File: config.mk
export PLATFORM = sky130hd
export DESIGN_NAME = rmez_cordic_cell
export DESIGN_NICKNAME = d
export VERILOG_FILES = /design/src/rtl/core/rmez_pkg.sv /design/src/rtl/core/rmez_cordic_cell.sv
export SDC_FILE = /design/constraint.sdc
export NUM_CORES = 1
export LEC_CHECK = 0
export ABC_AREA = 1
export ABC_CLOCK_PERIOD_IN_PS = 5200
export BUFFER_PORTS_ARGS = -buffer_cell sky130_fd_sc_hd__buf_2
export CAP_MARGIN = 10
export CORE_UTILIZATION = 44
export DETAILED_ROUTE_END_ITERATION = 10
export PLACE_DENSITY = 0.75
export REMOVE_ABC_BUFFERS = 1
export SLEW_MARGIN = 20
export SYNTH_ARGS = -nofsm -noshare
export SYNTH_HDL_FRONTEND = slang
export SYNTH_SLANG_ARGS = --single-unit
export TNS_END_PERCENT = 100
File: constraint.sdc
create_clock -name clk_i -period 5.2 [get_ports clk_i]
set_input_delay 0.52 -clock clk_i [delete_from_list [all_inputs] [get_ports clk_i]]
set_output_delay 0.52 -clock clk_i [all_outputs]
set_load 0.02 [all_outputs]
File: src/rtl/core/rmez_pkg.sv
package rmez_pkg;

  localparam int CORDIC_STAGES = 16;
  localparam int TABLE_LEN     = 24;
  localparam int NSTG          = (CORDIC_STAGES > TABLE_LEN) ? TABLE_LEN : CORDIC_STAGES;
  localparam int SQRT_STEPS    = 16;

  localparam int XW = 40;
  localparam int ZW = 32;

  localparam logic signed [ZW-1:0] PI_Q24    = 32'sd52707179;
  localparam logic signed [ZW-1:0] ANGLE_MAX = 32'sd25736;

  typedef struct packed {
    logic signed [15:0] r00;
    logic signed [15:0] r10;
    logic signed [15:0] r20;
    logic signed [15:0] r21;
    logic signed [15:0] r22;
    logic signed [15:0] r11;
    logic signed [15:0] r12;
  } rmez_mat_t;

  typedef struct packed {
    logic signed [XW-1:0] x;
    logic signed [XW-1:0] y;
    logic signed [ZW-1:0] z;
    logic                 zero;
  } rmez_vec_t;

  function automatic logic signed [ZW-1:0] atan_lut(input logic [4:0] idx);
    logic signed [ZW-1:0] a;
    case (idx)
      5'd0:    a = 32'sd13176795;
      5'd1:    a = 32'sd7778716;
      5'd2:    a = 32'sd4110060;
      5'd3:    a = 32'sd2086331;
      5'd4:    a = 32'sd1047214;
      5'd5:    a = 32'sd524117;
      5'd6:    a = 32'sd262123;
      5'd7:    a = 32'sd131069;
      5'd8:    a = 32'sd65536;
      5'd9:    a = 32'sd32768;
      5'd10:   a = 32'sd16384;
      5'd11:   a = 32'sd8192;
      5'd12:   a = 32'sd4096;
      5'd13:   a = 32'sd2048;
      5'd14:   a = 32'sd1024;
      5'd15:   a = 32'sd512;
      5'd16:   a = 32'sd256;
      5'd17:   a = 32'sd128;
      5'd18:   a = 32'sd64;
      5'd19:   a = 32'sd32;
      5'd20:   a = 32'sd16;
      5'd21:   a = 32'sd8;
      5'd22:   a = 32'sd4;
      5'd23:   a = 32'sd2;
      default: a = '0;
    endcase
    return a;
  endfunction

  // fold the left half-plane onto the right and seed the angle with +-pi
  function automatic rmez_vec_t cordic_init(input logic signed [16:0] y,
                                            input logic signed [16:0] x);
    rmez_vec_t v;
    logic signed [XW-1:0] xw;
    logic signed [XW-1:0] yw;
    xw = {{7{x[16]}}, x, 16'b0};
    yw = {{7{y[16]}}, y, 16'b0};
    v.zero = (x == '0) && (y == '0);
    if (x[16]) begin
      v.x = -xw;
      v.y = -yw;
      v.z = y[16] ? -PI_Q24 : PI_Q24;
    end else begin
      v.x = xw;
      v.y = yw;
      v.z = '0;
    end
    return v;
  endfunction

  function automatic logic signed [15:0] angle_out(input logic signed [ZW-1:0] z);
    logic signed [ZW-1:0] r;
    r = (z + 32'sd1024) >>> 11;
    if (r > ANGLE_MAX) r = ANGLE_MAX;
    if (r < -ANGLE_MAX) r = -ANGLE_MAX;
    return r[15:0];
  endfunction

endpackage

File: src/rtl/core/rmez_cordic_cell.sv
module rmez_cordic_cell (
  input  logic                clk_i,
  input  logic                en_i,
  input  logic [4:0]          idx_i,
  input  rmez_pkg::rmez_vec_t vec_i,
  output rmez_pkg::rmez_vec_t vec_o
);
  import rmez_pkg::*;

  logic signed [XW-1:0] xs, ys;
  rmez_vec_t            vec_d, vec_q;

  assign xs = vec_i.x >>> idx_i;
  assign ys = vec_i.y >>> idx_i;

  always_comb begin
    vec_d.zero = vec_i.zero;
    if (!vec_i.y[XW-1]) begin
      vec_d.x = vec_i.x + ys;
      vec_d.y = vec_i.y - xs;
      vec_d.z = vec_i.z + atan_lut(idx_i);
    end else begin
      vec_d.x = vec_i.x - ys;
      vec_d.y = vec_i.y + xs;
      vec_d.z = vec_i.z - atan_lut(idx_i);
    end
  end

  always_ff @(posedge clk_i) begin
    if (en_i) begin
      vec_q <= vec_d;
    end
  end

  assign vec_o = vec_q;
endmodule

==> After elaboration in Yosys (flattened, before gate mapping) <==
Memory sizes are Yosys's and may differ from the RTL's.
Cells that the tools add are included.
{ "word_totals": {"mem_bits_ro": 1536, "output_inout_bits": 113, "inputBits": 120, "regBits": 113, "mem_count": 2, "elab_cells": 17} }
{ "mem_list": {"columns": ["memory", "words", "width", "read_ports", "rd_clocked_by_memory_dff", "write_ports", "line_no", "rtl"], "rows": [
  ["(no name shown)", 32, 24, 1, 0, 0, "rmez_pkg.sv:33", "case (idx)"],
  ["(no name shown)", 32, 24, 1, 0, 0, "rmez_pkg.sv:33", null]
]} }
{ "classes": {"n_shift": 2, "add_sub_neg": 6, "muxes": 3} }
{ "op_table": {"columns": ["op", "n"], "rows": [
  ["112-bit two-way mux", 1],
  ["40-bit adder", 2],
  ["40-bit by 5-bit >>> shifter with 40-bit output", 2],
  ["40-bit subtractor", 2],
  ["32-bit two-way mux", 2],
  ["32-bit adder", 1],
  ["32-bit subtractor", 1]
]} }

==> Longest topological paths before layout <==
An unclocked memory read counts as a cell.
{ "depth": {"word_depth": 4, "ltp_mapped": 36, "mapped_depth_nobuf": 35} }

==> Worst setup path before layout <==
No wires, ideal clock.
{ "synth_timing": {"path_type": "input -> register", "start": "in idx_i[1]", "end": "reg vec_q, in the netlist vec_o[30] (data pin)", "stages": 25, "required_ns": 4.938, "path_buffers": 3, "setup_ns": 0.262, "t_arrival_ns": 4.028, "setup_slack_ns": 0.910, "path_cell_list": "buf_6 inv_4 buf_6 buf_4 ha_1 nand2_1 inv_1 nor2_1 nand2_1 o211ai_2 ha_1 nand2_1 nor3_2 nand3_1 o31ai_4 xor2_1 ha_1 nand2_1 nor4_1 nand2_1 o211ai_1 nand2_1 nand2_1 a211oi_1 xnor2_1"} }
{ "synth_rtl": {"columns": ["element", "line_no", "rtl"], "rows": [
  ["from (decl)", "rmez_cordic_cell.sv:4", "input logic [4:0] idx_i,"],
  ["to (signal assigned)", "rmez_cordic_cell.sv:31", "vec_q <= vec_d;"],
  ["to (decl)", "rmez_cordic_cell.sv:11", "rmez_vec_t vec_d, vec_q;"]
]} }

==> flow_metrics.py <==
metrics = {
    "power_and_ir_drop": {
        "power_frac_comb": 0.574,
        "leakage_nw": 10.3,
        "p_clk_frac": 0.183,
        "p_int_mw": 3.12,
        "p_switching_mw": 2.72,
        "power_density_nw_per_um2": 286,
        "pwr-share-seq": 0.243,
        "ir_drop_uv": 182,
        "switching_share": 0.466,
        "total_power_mw": 5.84,
    },
    "timing": {
        "fin_crit_ns": 4.89,
        "hold_viol": 0,
        "fin_crit_sh": 0.940,
        "tns_ns": 0,
        "final-max-slew-violation-count": 0,
        "fmax_ghz": 0.204,
        "worst_pin_slew_ns": 0.968,
        "relSlewSlack": 0.354,
        "finalSetupViolations": 0,
        "rsz0062_at_grt": "no",
    },
    "floorplan": {
        "die_area_um2": 41100,
        "io_pins": 233,
        "start_util": 0.447,
        "fp.dieH_um": 203,
        "rows": 73,
        "fp.dieW_um": 203,
        "coreArea_um2": 39700,
    },
    "setup_path": {
        "crit_type": "input pin to register",
        "critPathMaxStageDelay_ns": 0.32,
        "arrival_ns": 5.10,
        "startpoint_type": "input pin",
        "cp.required_ns": 5.41,
        "cp-endpoint": "vec_o[109]$_DFFE_PP_",
        "crit_top_cell": "nand2_1",
        "slowest_stage": "ha_1",
        "crit_fanout": 34,
        "endpoint_kind": "register",
        "startpoint": "idx_i[1]",
    },
    "cts": {
        "clk_pin_slew_ns": 0.07,
        "ctsHoldBuffers": 0,
        "post_cts_resized": 0,
        "ctsLongestPathBuffers": 2,
        "numCtsBuffers": 17,
        "post_cts_buffers": 0,
        "cts_tree": "done",
        "cts_root_buffer": "clkbuf_16",
        "cts_sinks": 113,
        "htreeDepth": 4,
    },
    "status": {
        "status": "finished, final reports clean",
    },
    "synth": {
        "async_flop_share": 0,
        "yosys_warnings": 0,
        "yosysTopAreaCellShare": 0.196,
        "synthesis.area_um2": 17700,
        "syn_inst": 2938,
        "synth_most_common_cell": "nand2_1",
        "yosysSeqAreaShare": 0.191,
        "yosysTopAreaCell": "nand2_1",
        "synth-seq-cells": 113,
        "synth.distinct_cells": 51,
        "synth_area_leaders": "nand2_1 20%, edfxtp_1 19%, nand3_1 14%, ha_1 8.5%, xor2_1 6.1%",
        "syn_area_per_cell_um2": 6.04,
        "yosys-top-cells-count": "929 x nand2_1, 488 x nand3_1, 285 x inv_1, 250 x nor2_1, 150 x a21oi_1",
        "synthFlopType": "edfxtp_1",
        "synth_edf_count": 113,
    },
    "routing": {
        "met3_wirelength_um": 5740,
        "wl_per_cell_um": 17.4,
        "dr_total_vias": 20600,
        "routed.top_layer": "met5",
        "m1WireLength_um": 28600,
        "drt-total-wl_um": 64800,
        "post-route-drc-count": 0,
        "dr_wl_met2_um": 28000,
        "via_per_inst": 5.53,
        "drt_iter0_drc": 2205,
        "ant_nets": 0,
        "drtPass1Iterations": 8,
    },
    "global_routing": {
        "grt_antenna_before_repair": 1,
        "grt_max_degree": 86,
        "grt_pass1_wl_um": 99300,
        "grt_pass1_vias": 18500,
        "grt_util_all_layers": 0.310,
        "overflow": 0,
    },
    "place": {
        "hpwl_um": 54200,
        "io_buffer_count": 232,
        "finalWeightedCongestion": 1.02,
    },
    "layout": {
        "multi_input_area_um2": 12700,
        "regArea_um2": 3390,
        "area_growth_pct": 14.9,
        "largest_reg_flops": 113,
        "layout-drive-gt1-share": 0.125,
        "fillers": 4267,
        "nets": 3427,
    },
    "hold_path": {
        "hp-class": "input pin to register",
    },
    "run": {
        "drv_cap": 0,
    },
}
metal layers:
| layer | up-vias | track usage |
|---|---|---|
| li1 | 10300 | - |
| met1 | 9209 | 0.423 |
| met2 | 985 | 0.476 |
| met3 | 118 | 0.0600 |
| met4 | 2 | 0.129 |
| met5 | - | 0 |
area by class of cell:
cell class / instances / share of cell area
Clock buffer: 17 / 0.0209
Sequential cell: 113 / 0.166
Timing Repair Buffer: 322 / 0.0963
Inverter: 298 / 0.0550
Tap cell: 525 / 0.0322
Antenna cell: 1 / 0.000123
Clock inverter: 15 / 0.00552
Multi-Input combinational cell: 2432 / 0.624
power by group through the flow:
stage	clock, mW	sequential, mW	combinational, mW
global route	1.13	1.45	3.68
finish	1.07	1.42	3.35
detailed placement	0	1.44	3.29
floorplan	0	1.77	1.87
CTS	1.09	1.43	3.31
global placement	0	1.44	3.30
kinds of logic after synthesis:
kind of cell,after synthesis,synth area share
AO/OA/AOI/OAI,376,0.123
flip-flops,113,0.191
XOR/XNOR,171,0.0844
buffers and inverters,393,0.0925
AND/OR/NAND/NOR,1762,0.421
adder cells (fa/ha/maj),123,0.0880
how the worst min path moves through the flow:
stage / end / depth (start not counted) / start / slack [ns]
after floorplan: vec_o[0]$_DFFE_PP_ / 0 / vec_i[0] / 0.62
after global placement: vec_o[0]$_DFFE_PP_ / 1 / vec_i[0] / 0.70
after detailed placement: vec_o[0]$_DFFE_PP_ / 1 / vec_i[0] / 0.70
after CTS: vec_o[0]$_DFFE_PP_ / 1 / vec_i[0] / 0.22
after global routing: vec_o[0]$_DFFE_PP_ / 1 / vec_i[0] / 0.23
final: vec_o[0]$_DFFE_PP_ / 1 / vec_i[0] / 0.24
critical path, delay by kind of cell:
kind,cells,cell delay (ns)
buffers and inverters,7,1.09
and+or+nand+nor,18,1.80
AOI/OAI and AO/OA,5,0.98
adders and majority gates,1,0.32
xor gates and xnor gates,2,0.33
layout by cell type, fill, tap and decap left out, types with 13 or more instances in the layout:
cell type	synthesis	routed
nand2_1	929	929
nand3_1	488	488
inv_1	285	284
nor2_1	250	249
buf_2	29	231
a21oi_1	150	150
xor2_1	124	124
ha_1	120	120
edfxtp_1	113	113
o21ai_0	104	104
buf_4	8	81
xnor2_1	47	47
a31oi_1	29	29
nand4_1	27	27
nor3_1	25	25
clkbuf_16	0	17
o21ai_1	15	15
o21a_1	14	14
a21o_1	13	13
metrics by stage:
step                hold slack, ns  setup WS (ns)  instance area, µm²  utilization  instances
floorplan                    0.619          0.348               17200            -       2843
global route                 0.232         0.0277               20400        0.513       3722
CTS                          0.218          0.494               20400        0.513       3722
detailed placement           0.698         0.0510               19900        0.500       3690
finish                       0.242          0.310               20400        0.513       3723
global placement             0.697         0.0671               19900        0.500       3690
(Power assumes the default switching activity.)
