File: src/rtl/core/rmez_pkg.sv
package rmez_pkg;

  localparam int CORDIC_STAGES = 16;
  localparam int TABLE_LEN     = 24;
  localparam int NSTG          = (CORDIC_STAGES > TABLE_LEN) ? TABLE_LEN : CORDIC_STAGES;
  localparam int SQRT_STEPS    = 16;

  localparam int XW = 40;
  localparam int ZW = 32;

  localparam logic signed [ZW-1:0] PI_Q24    = 32'sd52707179;
  localparam logic signed [ZW-1:0] ANGLE_MAX = 32'sd25736;

  typedef struct packed {
    logic signed [15:0] r00;
    logic signed [15:0] r10;
    logic signed [15:0] r20;
    logic signed [15:0] r21;
    logic signed [15:0] r22;
    logic signed [15:0] r11;
    logic signed [15:0] r12;
  } rmez_mat_t;

  typedef struct packed {
    logic signed [XW-1:0] x;
    logic signed [XW-1:0] y;
    logic signed [ZW-1:0] z;
    logic                 zero;
  } rmez_vec_t;

  function automatic logic signed [ZW-1:0] atan_lut(input logic [4:0] idx);
    logic signed [ZW-1:0] a;
    case (idx)
      5'd0:    a = 32'sd13176795;
      5'd1:    a = 32'sd7778716;
      5'd2:    a = 32'sd4110060;
      5'd3:    a = 32'sd2086331;
      5'd4:    a = 32'sd1047214;
      5'd5:    a = 32'sd524117;
      5'd6:    a = 32'sd262123;
      5'd7:    a = 32'sd131069;
      5'd8:    a = 32'sd65536;
      5'd9:    a = 32'sd32768;
      5'd10:   a = 32'sd16384;
      5'd11:   a = 32'sd8192;
      5'd12:   a = 32'sd4096;
      5'd13:   a = 32'sd2048;
      5'd14:   a = 32'sd1024;
      5'd15:   a = 32'sd512;
      5'd16:   a = 32'sd256;
      5'd17:   a = 32'sd128;
      5'd18:   a = 32'sd64;
      5'd19:   a = 32'sd32;
      5'd20:   a = 32'sd16;
      5'd21:   a = 32'sd8;
      5'd22:   a = 32'sd4;
      5'd23:   a = 32'sd2;
      default: a = '0;
    endcase
    return a;
  endfunction

  // fold the left half-plane onto the right and seed the angle with +-pi
  function automatic rmez_vec_t cordic_init(input logic signed [16:0] y,
                                            input logic signed [16:0] x);
    rmez_vec_t v;
    logic signed [XW-1:0] xw;
    logic signed [XW-1:0] yw;
    xw = {{7{x[16]}}, x, 16'b0};
    yw = {{7{y[16]}}, y, 16'b0};
    v.zero = (x == '0) && (y == '0);
    if (x[16]) begin
      v.x = -xw;
      v.y = -yw;
      v.z = y[16] ? -PI_Q24 : PI_Q24;
    end else begin
      v.x = xw;
      v.y = yw;
      v.z = '0;
    end
    return v;
  endfunction

  function automatic logic signed [15:0] angle_out(input logic signed [ZW-1:0] z);
    logic signed [ZW-1:0] r;
    r = (z + 32'sd1024) >>> 11;
    if (r > ANGLE_MAX) r = ANGLE_MAX;
    if (r < -ANGLE_MAX) r = -ANGLE_MAX;
    return r[15:0];
  endfunction

endpackage

File: src/rtl/core/rmez_sqrt_cell.sv
module rmez_sqrt_cell (
  input  logic                clk_i,
  input  logic                rst_ni,
  input  logic                en_i,
  input  logic [3:0]          idx_i,
  input  logic                valid_i,
  input  logic [31:0]         rem_i,
  input  logic [31:0]         res_i,
  input  rmez_pkg::rmez_mat_t mat_i,
  output logic                valid_o,
  output logic [31:0]         rem_o,
  output logic [31:0]         res_o,
  output rmez_pkg::rmez_mat_t mat_o
);
  import rmez_pkg::*;

  logic [31:0] bit_w;
  logic [31:0] trial;
  logic [31:0] rem_d, res_d;
  logic        valid_q;
  logic [31:0] rem_q, res_q;
  rmez_mat_t   mat_q;

  assign bit_w = 32'h4000_0000 >> {idx_i, 1'b0};
  assign trial = res_i + bit_w;

  always_comb begin
    if (rem_i >= trial) begin
      rem_d = rem_i - trial;
      res_d = (res_i >> 1) + bit_w;
    end else begin
      rem_d = rem_i;
      res_d = res_i >> 1;
    end
  end

  always_ff @(posedge clk_i or negedge rst_ni) begin
    if (!rst_ni) begin
      valid_q <= 1'b0;
    end else if (en_i) begin
      valid_q <= valid_i;
    end
  end

  always_ff @(posedge clk_i) begin
    if (en_i) begin
      rem_q <= rem_d;
      res_q <= res_d;
      mat_q <= mat_i;
    end
  end

  assign valid_o = valid_q;
  assign rem_o   = rem_q;
  assign res_o   = res_q;
  assign mat_o   = mat_q;
endmodule

File: config.mk
export PLATFORM = sky130hd
export DESIGN_NAME = rmez_sqrt_cell
export DESIGN_NICKNAME = d
export VERILOG_FILES = /design/src/rtl/core/rmez_pkg.sv /design/src/rtl/core/rmez_sqrt_cell.sv
export SDC_FILE = /design/constraint.sdc
export NUM_CORES = 1
export LEC_CHECK = 0
export CAP_MARGIN = 20
export CORE_ASPECT_RATIO = 1.4
export CORE_UTILIZATION = 35
export DETAILED_ROUTE_END_ITERATION = 7
export DONT_BUFFER_PORTS = 1
export PLACE_DENSITY = 0.5
export SLEW_MARGIN = 25
export SYNTH_ARGS = -nofsm -noshare
export SYNTH_HDL_FRONTEND = slang
export SYNTH_SLANG_ARGS = --single-unit
File: constraint.sdc
create_clock -name clk_i -period 1.68 [get_ports clk_i]
set_clock_uncertainty 0.1 [all_clocks]
set_input_delay 0.168 -clock clk_i [delete_from_list [all_inputs] [get_ports clk_i]]
set_output_delay 0.168 -clock clk_i [all_outputs]
set_load 0.01 [all_outputs]
Yosys cells after proc, flatten, opt, wreduce, memory -nomap -nowiden
Cells that the tools add are included.

Input port bits: 184. Register bits: 177.

Add/sub/neg operators: 3. Order comparisons: 1. Mux-type cells: 2. Shifts and indexed selects: 1.

Operators by type and width (number): 31-bit by 32-bit adder with 32-bit output (1); 32-bit adder (1); 32-bit greater-or-equal comparator (1); 32-bit 2-to-1 mux (1); 31-bit by 5-bit right shift with 32-bit output (first input constant) (1); 32-bit subtractor (1); 31-bit 2-to-1 mux (1).

Logic depth before layout (Yosys ltp)
Gate-level depths: netlist of run 1.

Depth in word-level cells: 4. Gate-level depth with buffers: 23.

Worst setup path before layout of run 1
OpenSTA, ideal clock, no wires.

Path type: input to register. From: input port idx_i[3]. To: register res_q[14], in the netlist res_o[14], data pin. Setup slack: -2.927 ns. Setup time: 0.260 ns. Arrival: 4.247 ns. Required time: 1.320 ns. Cell stages on the path: 21. Path through: buf_2 -> nand2_1 -> nor2_1 -> ha_1 -> and2_1 -> maj3_2 -> a21o_1 -> o2111a_1 -> or2_2 -> a31oi_1 -> xor2_1 -> ha_1 -> nand3_1 -> nor3_1 -> o21ai_1 -> and4_1 -> o21ai_2 -> a21boi_2 -> nor2_4 -> buf_4 -> mux2_2.

Longest elaborated chain between the ends: 4. Elaborated cells between the ends (all ways): 5. Classes of those cells: add/sub: 2; order compare: 1; shift: 1; mux: 1.

Ends and longest elaborated chain: start: declaration (line rmez_sqrt_cell.sv:5) `input logic [3:0] idx_i,`; 31-bit by 5-bit right shift with 32-bit output * (line rmez_sqrt_cell.sv:24) `assign bit_w = 32'h4000_0000 >> {idx_i, 1'b0};`; 32-bit adder (line rmez_sqrt_cell.sv:25) `assign trial = res_i + bit_w;`; 32-bit greater-or-equal comparator (line rmez_sqrt_cell.sv:28) `if (rem_i >= trial) begin`; 31-bit 2-to-1 mux * (line rmez_sqrt_cell.sv:28); via res_d[14] (line rmez_sqrt_cell.sv:19) `logic [31:0] rem_d, res_d;`; end signal: assignment (line rmez_sqrt_cell.sv:48) `res_q <= res_d;`; end: declaration (line rmez_sqrt_cell.sv:21) `logic [31:0] rem_q, res_q;`.

The timed path passes the listed nets; every way through them passes the cells marked *. A chain may end at the register's enable or synchronous reset.

Worst setup path in the final report of run 1
From: input port idx_i[2]. To: register rem_q[16], in the netlist rem_o[16], data pin.

Longest elaborated chain between the ends: 4. Elaborated cells between the ends (all ways): 5. Classes of those cells: add/sub: 2; order compare: 1; shift: 1; mux: 1.

Ends and longest elaborated chain: 31-bit by 5-bit right shift with 32-bit output * (line rmez_sqrt_cell.sv:24); 32-bit adder * (line rmez_sqrt_cell.sv:25); 32-bit subtractor / 32-bit greater-or-equal comparator (equally long branches) (line rmez_sqrt_cell.sv:29, rmez_sqrt_cell.sv:28); 32-bit 2-to-1 mux * (line rmez_sqrt_cell.sv:28); via rem_d[16] (line rmez_sqrt_cell.sv:19); end signal: assignment (line rmez_sqrt_cell.sv:47) `rem_q <= rem_d;`; end: declaration (line rmez_sqrt_cell.sv:21).

Marks and branches as above.

==> results_dict.tcl, run 1 <==
set metrics [dict create \
    worst_hold_path.endpoint "res_o[2]" \
    final.min_clock_period_ns 3.96 \
    yosysSeqAreaShare_pct 52.2 \
    ff_latch_area_um2 5310 \
    holdBufCountCts 179 \
    number_of_flops_mapped_to_enable_cells_by_yosys 176 \
    flow.area_growth_from_synthesis_pct 54.5 \
    failing_checks "hold timing, setup timing" \
    filler_cell_count_in_the_final_layout 2484 \
    cp_launch_type "primary input" \
    pwr_density_cell_nw_per_um2 851 \
    top_cell_types_by_occurrence_after_synthesis "edfxtp_1 (176), ha_1 (62), nor2_1 (52)" \
    clkSlewWorstSetupHoldPaths_ns 0.07 \
    route.final.wire_length_um 34900 \
    switching_share_pct 28.9 \
    r2r_end "valid_o" \
    worstPathArrival_ns 4.06 \
    instances_no_fill 1671 \
    detail_route.drc_violations 0 \
    final_min_period_over_clock_period_pct 236 \
    number_of_buffers_created_by_cts 17 \
    tritoncts "done" \
    total_power_uw 13400 \
    place.gp.congestion 0.906 \
    cts_num_sinks 177 \
    rsz0062_at_grt "yes" \
    cp-end-kind "flop" \
    clock_tree.root_cell "clkbuf_16" \
    start_util_pct 35.7 \
    ctsLongestPathBuffers 2 \
    hold-worst-slack_ns -0.249 \
    cp_data_required_time_ns 1.78 \
    firstDrtPassIters 4 \
    count_of_buffers_inserted_at_the_top_level_ports 0 \
    power_frac_comb_pct 25.3 \
    cts_max_level 4 \
    worstPathMaxFanout 10 \
    netlist.area_leader.share_pct 52.0 \
    yosys_warnings 0 \
    floorplan.io_pins 361 \
    place.detailed.instances 1435 \
    post_synth_inst_count 855 \
    grtUsageTotal_pct 23.7 \
    setup-violations-final 64 \
    timing.hold.worst.start "en_i" \
    via_count 8492 \
    post_synth_top_flop "edfxtp_1" \
    dp.final_hpwl_um 25000 \
    worst-r2r-setup-slack_ns 0.19 \
    fp.dieArea_um2 29800 \
    vias_in_the_first_global_route 9012 \
    synth_largest_area_cell "edfxtp_1" \
    postSynthAreaPerCell_um2 11.9 \
    min_path_type "primary input to flop" \
    die_w_um 146 \
    run_status "complete, but fails checks" \
    multiInputGateArea_um2 5330 \
    synth_nets 1102 \
    grt_pass1_wl_um 52400 \
    clock.fmax_mhz 253 \
    drive_above_1_share_pct 33.6 \
    core_area_um2 28500 \
    global_route.overflow_total 0 \
    number_of_antenna_violations_at_the_first_check_in_global_routing 0 \
    finalHoldViolCount 84 \
    drtIter0Drc 307 \
    synthArstFlopShare_pct 0.565 \
    antenna_cells 0 \
    drv_slew 0 \
    synth.lib_cells_used.distinct 75 \
    die_h_um 204 \
    postRouteAntennaNets 0 \
    drt-wirelength-per-cell_um 20.9 \
    synth_most_common_cell "edfxtp_1" \
    final_critical_path_setup_slack_ns -2.28 \
    synth_area_um2 10200 \
    power.sequential.fraction_pct 43.8 \
    tightest_slew_ns 0.559 \
    critical_path_type "primary input to flop" \
    clock_power_share_pct 30.9 \
    final_nets 1530 \
    reg2reg_from "valid_o" \
    vdd_drop_max_v 0.000548 \
    cap_violations 0 \
    ys_seq_elements 177 \
    power.internal_uw 9510 \
    netlist_top_cells_area "edfxtp_1 (52%), ha_1 (7.6%), mux2_2 (4.5%)" \
    max_slew_margin_pct 62.8 \
    power_switching_uw 3870 \
    largest_net_degree_at_the_start_of_global_routing 178 \
    fp-row-count 73 \
    drt-vias-per-instance 5.08 \
    leakagePower_uw 0.00625 \
    clkLatencyLatePin_ns 0.45 \
    ff2ff_path_depth 2 \
    holdPathStages 0 \
]
## what timing repair did
item,4_1_cts,5_1_grt
hold endpoints to repair,354,176
gates resized for setup,53,46
setup endpoints to repair,64,64
gates cloned,4,3
setup buffers,10,13
pin swaps,35,33
## per-stage QoR
step	instance area (um2)	utilization (%)	setup slack (ns)	hold slack, ns	TNS, ns
2_1_floorplan	10500	-	-2.66	-0.228	-163.51
4_1_cts	15300	53.9	-2.21	-0.283	-136.99
6_report	15700	55.1	-2.28	-0.249	-141.83
3_5_place_dp	12500	43.9	-3.00	-0.228	-187.61
3_3_place_gp	12500	43.9	-2.97	-0.228	-186.22
5_1_grt	15700	55.1	-2.48	-0.278	-154.45
## worst max-delay path, stage by stage
cell and delay, ns:
or2b_4 0.24, nor2_4 0.04, buf_6 0.11, ha_4 0.26, nand4_1 0.11, or3_4 0.43, a2111oi_4 0.33, o211ai_1 0.17
buf_4 0.16, a211oi_2 0.17, o21ai_1 0.09, xor2_1 0.15, ha_1 0.34, nand2b_4 0.09, nand3_2 0.08, a31oi_1 0.16
a21boi_4 0.26, nor2_4 0.06, buf_12 0.16, buf_16 0.16, mux2_4 0.30
## logic make-up after synthesis
logic type	after synthesis	share of synthesized area, %
simple gates	236	11.8
compound gates	203	13.4
flops	177	52.2
xor+xnor	87	7.49
fa+ha+maj	66	8.14
mux	45	5.03
buf+inv	41	1.93
## worst max path at each step
stage,endpoint,depth (start not counted),slack [ns],startpoint
finish,rem_o[16],21,-2.28,idx_i[2]
global route,rem_o[14],23,-2.48,idx_i[2]
CTS,rem_o[27],22,-2.21,idx_i[2]
detailed placement,rem_o[2],18,-3.00,idx_i[0]
global placement,rem_o[3],18,-2.97,idx_i[0]
floorplan,res_o[14],21,-2.66,idx_i[2]
## layer usage
layer  vias to the layer above  track usage, %  wire length (um)
li1                       4140               -                 -
met1                      4022            24.4             12800
met2                       280            45.3             18900
met3                        50            6.53              2330
met4                         0            8.67               890
met5                         -               0                 0
## area by class of cell
class                   instances  share of cell area (%)
clock buffers                  17                    2.71
multi-input cells             637                    33.9
flip-flops and latches        177                    33.8
repair buffers                435                    25.0
inverters                      15                   0.358
well taps                     375                    2.99
clock inverters                15                    1.23
## flip-flops by register name, summed over array words and instances (netlist names)
register  flops
mat_o       112
rem_o        32
res_o        32
valid_o       1
## power groups by stage
stage          logic, uW  registers (uW)  clock network (uW)
2_1_floorplan       1680            5830                   0
3_3_place_gp        2530            5980                   0
3_5_place_dp        2540            5970                   0
4_1_cts             3200            5880                4250
5_1_grt             3650            5900                4390
6_report            3380            5860                4140
## layout by cell type, fill, tap and decap left out, types with 5 or more instances in the layout
cell,count
buf_4,239
dlygate4sd3_1,179
edfxtp_1,176
ha_1,53
xnor2_1,46
nand2_1,45
nor2_1,43
a21oi_1,41
xor2_1,41
mux2_4,37
nor3_1,31
o21ai_0,29
a31oi_1,20
clkbuf_16,20
a21o_1,15
nand3_1,15
inv_1,14
nand4_1,12
nor3_2,10
o21bai_1,10
nand2b_1,9
o21a_1,9
a31o_2,8
and2_1,7
a21oi_2,7
ha_4,7
o21ai_2,6
nor2b_1,6
and3_1,6
mux2_2,6
nor2_4,5
nor2_2,5
a211oi_1,5
or2_2,5
clkinv_8,5
buf_12,5
buf_6,5
Power figures use the tool's default switching activity.
==> inputs of run 2 (changes only) <==
--- a/config.mk
+++ b/config.mk
@@ -7,6 +7,7 @@
 export LEC_CHECK = 0
 export CAP_MARGIN = 20
 export CORE_ASPECT_RATIO = 1.4
+export CORE_MARGIN = 2
 export CORE_UTILIZATION = 35
 export DETAILED_ROUTE_END_ITERATION = 7
 export DONT_BUFFER_PORTS = 1
==> run 2 against run 1 <==
- the flow still finishes with violations (hold timing, setup timing)
- utilization down 0.45 points
- via count up 0.93%
- first-iteration DRC count up 14%
- critical path depth up 1
- clock power down 2%
- critical path type unchanged
- maximum frequency up 1.7%
- final cell count down 0.12%
- wire length up 0.20%
==> results_dict.tcl, run 2 (synthesis gave the netlist of run 1 again) <==
set metrics [dict create \
    tritoncts "done" \
    detail_route.drc_violations 0 \
    leakagePower_uw 0.00619 \
    fp-row-count 73 \
    vdd_drop_max_v 0.000608 \
    grtUsageTotal_pct 22.3 \
    start_util_pct 35.7 \
    crit_slowest_cell "a2111oi_4" \
    worstSetupStartpoint "idx_i[1]" \
    holdBufCountCts 179 \
    min_path_type "primary input to flop" \
    grt_pass1_wl_um 50700 \
    finalHoldViolCount 114 \
    worstPathArrival_ns 3.99 \
    ff2ff_path_depth 2 \
    cts_max_level 4 \
    cp_data_required_time_ns 1.78 \
    drive_above_1_share_pct 32.5 \
    route.final.wire_length_um 35000 \
    instances_no_fill 1669 \
    fp.dieArea_um2 30500 \
    flow.area_growth_from_synthesis_pct 53.3 \
    setup-violations-final 64 \
    place.detailed.instances 1427 \
    final.min_clock_period_ns 3.89 \
    setup.worst_path.end "rem_o[11]" \
    postRouteAntennaNets 0 \
    clkLatencyLatePin_ns 0.44 \
    antenna_cells 0 \
    mostFrequentLayoutCell "buf_4" \
    drt-vias-per-instance 5.14 \
    floorplan.io_pins 361 \
    cp-end-kind "flop" \
    tightest_slew_ns 0.443 \
    max_slew_margin_pct 70.2 \
    worstPathMaxFanout 10 \
    setup_tns_ns -139.22 \
    vias_in_the_first_global_route 8869 \
    hold-worst-slack_ns -0.264 \
    clock_tree.root_cell "clkbuf_16" \
    rsz0062_at_grt "yes" \
    place_ws_ns -2.98 \
    worst-r2r-setup-slack_ns 0.23 \
    core_area_um2 28500 \
    total_power_uw 13200 \
    final_min_period_over_clock_period_pct 232 \
    place.gp.congestion 0.889 \
    die_w_um 148 \
    flip_flop_count_of_the_largest_register_after_layout 112 \
    via_count 8571 \
    clock.fmax_mhz 257 \
    number_of_buffers_created_by_cts 17 \
    cp_launch_type "primary input" \
    critical_path_type "primary input to flop" \
    run_status "complete, but fails checks" \
    drtIter0Drc 351 \
    final_critical_path_setup_slack_ns -2.21 \
    count_of_buffers_inserted_at_the_top_level_ports 0 \
    clkSlewWorstSetupHoldPaths_ns 0.08 \
    global_route.overflow_total 0 \
    final_core_util_pct 54.7 \
    cts_num_sinks 177 \
    largest_net_degree_at_the_start_of_global_routing 178 \
    drv_slew 0 \
    reg2reg_from "valid_o" \
    dp.final_hpwl_um 25200 \
    cap_violations 0 \
    die_h_um 206 \
    final_nets 1528 \
    layout_common_cells "buf_4 (234), dlygate4sd3_1 (179), edfxtp_1 (176)" \
    pwr_density_cell_nw_per_um2 849 \
    firstDrtPassIters 4 \
    r2r_end "valid_o" \
    drt-wirelength-per-cell_um 21.0 \
    cp_cell_sequence "nand2b_4 -> nor2_4 -> ha_4 -> nand4_1 -> a211oi_4 -> o221ai_2 -> buf_4 -> a2111oi_4 -> o211ai_1 -> buf_4 -> a211oi_4 -> o21ai_2 -> xor2_1 -> ha_2 -> nand2b_1 -> nand3_2 -> a31oi_1 -> a21boi_4 -> nor2_4 -> buf_12 -> buf_16 -> mux2_4" \
    slowest_delay_ns 0.31 \
    failing_checks "hold timing, setup timing" \
    ctsLongestPathBuffers 2 \
    number_of_antenna_violations_at_the_first_check_in_global_routing 0 \
]
run 2: layout make-up:
cell class	instances	area (um2)
tap	375	469
multi-input combinational	637	5240
timing repair buffer	433	3920
clock inverter	15	169
fill	2457	12900
inverter	15	56.3
sequential	177	5310
clock buffer	17	425
run 2: metrics by stage:
stage                     cell area [um2]  hold WS, ns
after CTS                           15200       -0.282
after floorplan                     10500       -0.228
after global routing                15600       -0.273
after detailed placement            12400       -0.228
after global placement              12400       -0.228
final                               15600       -0.264
run 2: repair_timing:
action	CTS	global route
pin swaps	36	40
endpoints found under the hold margin	354	176
cloned	3	3
setup endpoints to repair	64	64
setup buffers	12	15
gates resized for setup	49	36
run 2: worst max-delay path, delay by kind of cell:
family,cells,cell delay (ns)
compound gates,8,1.53
xor+xnor,1,0.17
fa+ha+maj,2,0.57
buf+inv,4,0.66
mux,1,0.29
simple gates,6,0.55
run 2: how the worst min path moves through the flow:
stage,from,endpoint,depth (start not counted)
4_1_cts,en_i,res_o[2],0
3_5_place_dp,rst_ni,valid_o,0
2_1_floorplan,rst_ni,valid_o,0
5_1_grt,en_i,res_o[5],0
6_report,en_i,res_o[2],0
3_3_place_gp,rst_ni,valid_o,0
run 2: metal layers:
layer | global-route usage [%] | part of all wire [%]
met5 | 0 | 0
met4 | 9.42 | 3.5
met3 | 5.74 | 6.7
met2 | 42.9 | 54
met1 | 22.4 | 36
run 2: report_power, final:
part	switching (uW)	total, uW	internal, uW
Clock	1930	4040	2110
Sequential	456	5860	5410
Combinational	1400	3330	1930
Total	3790	13200	9450
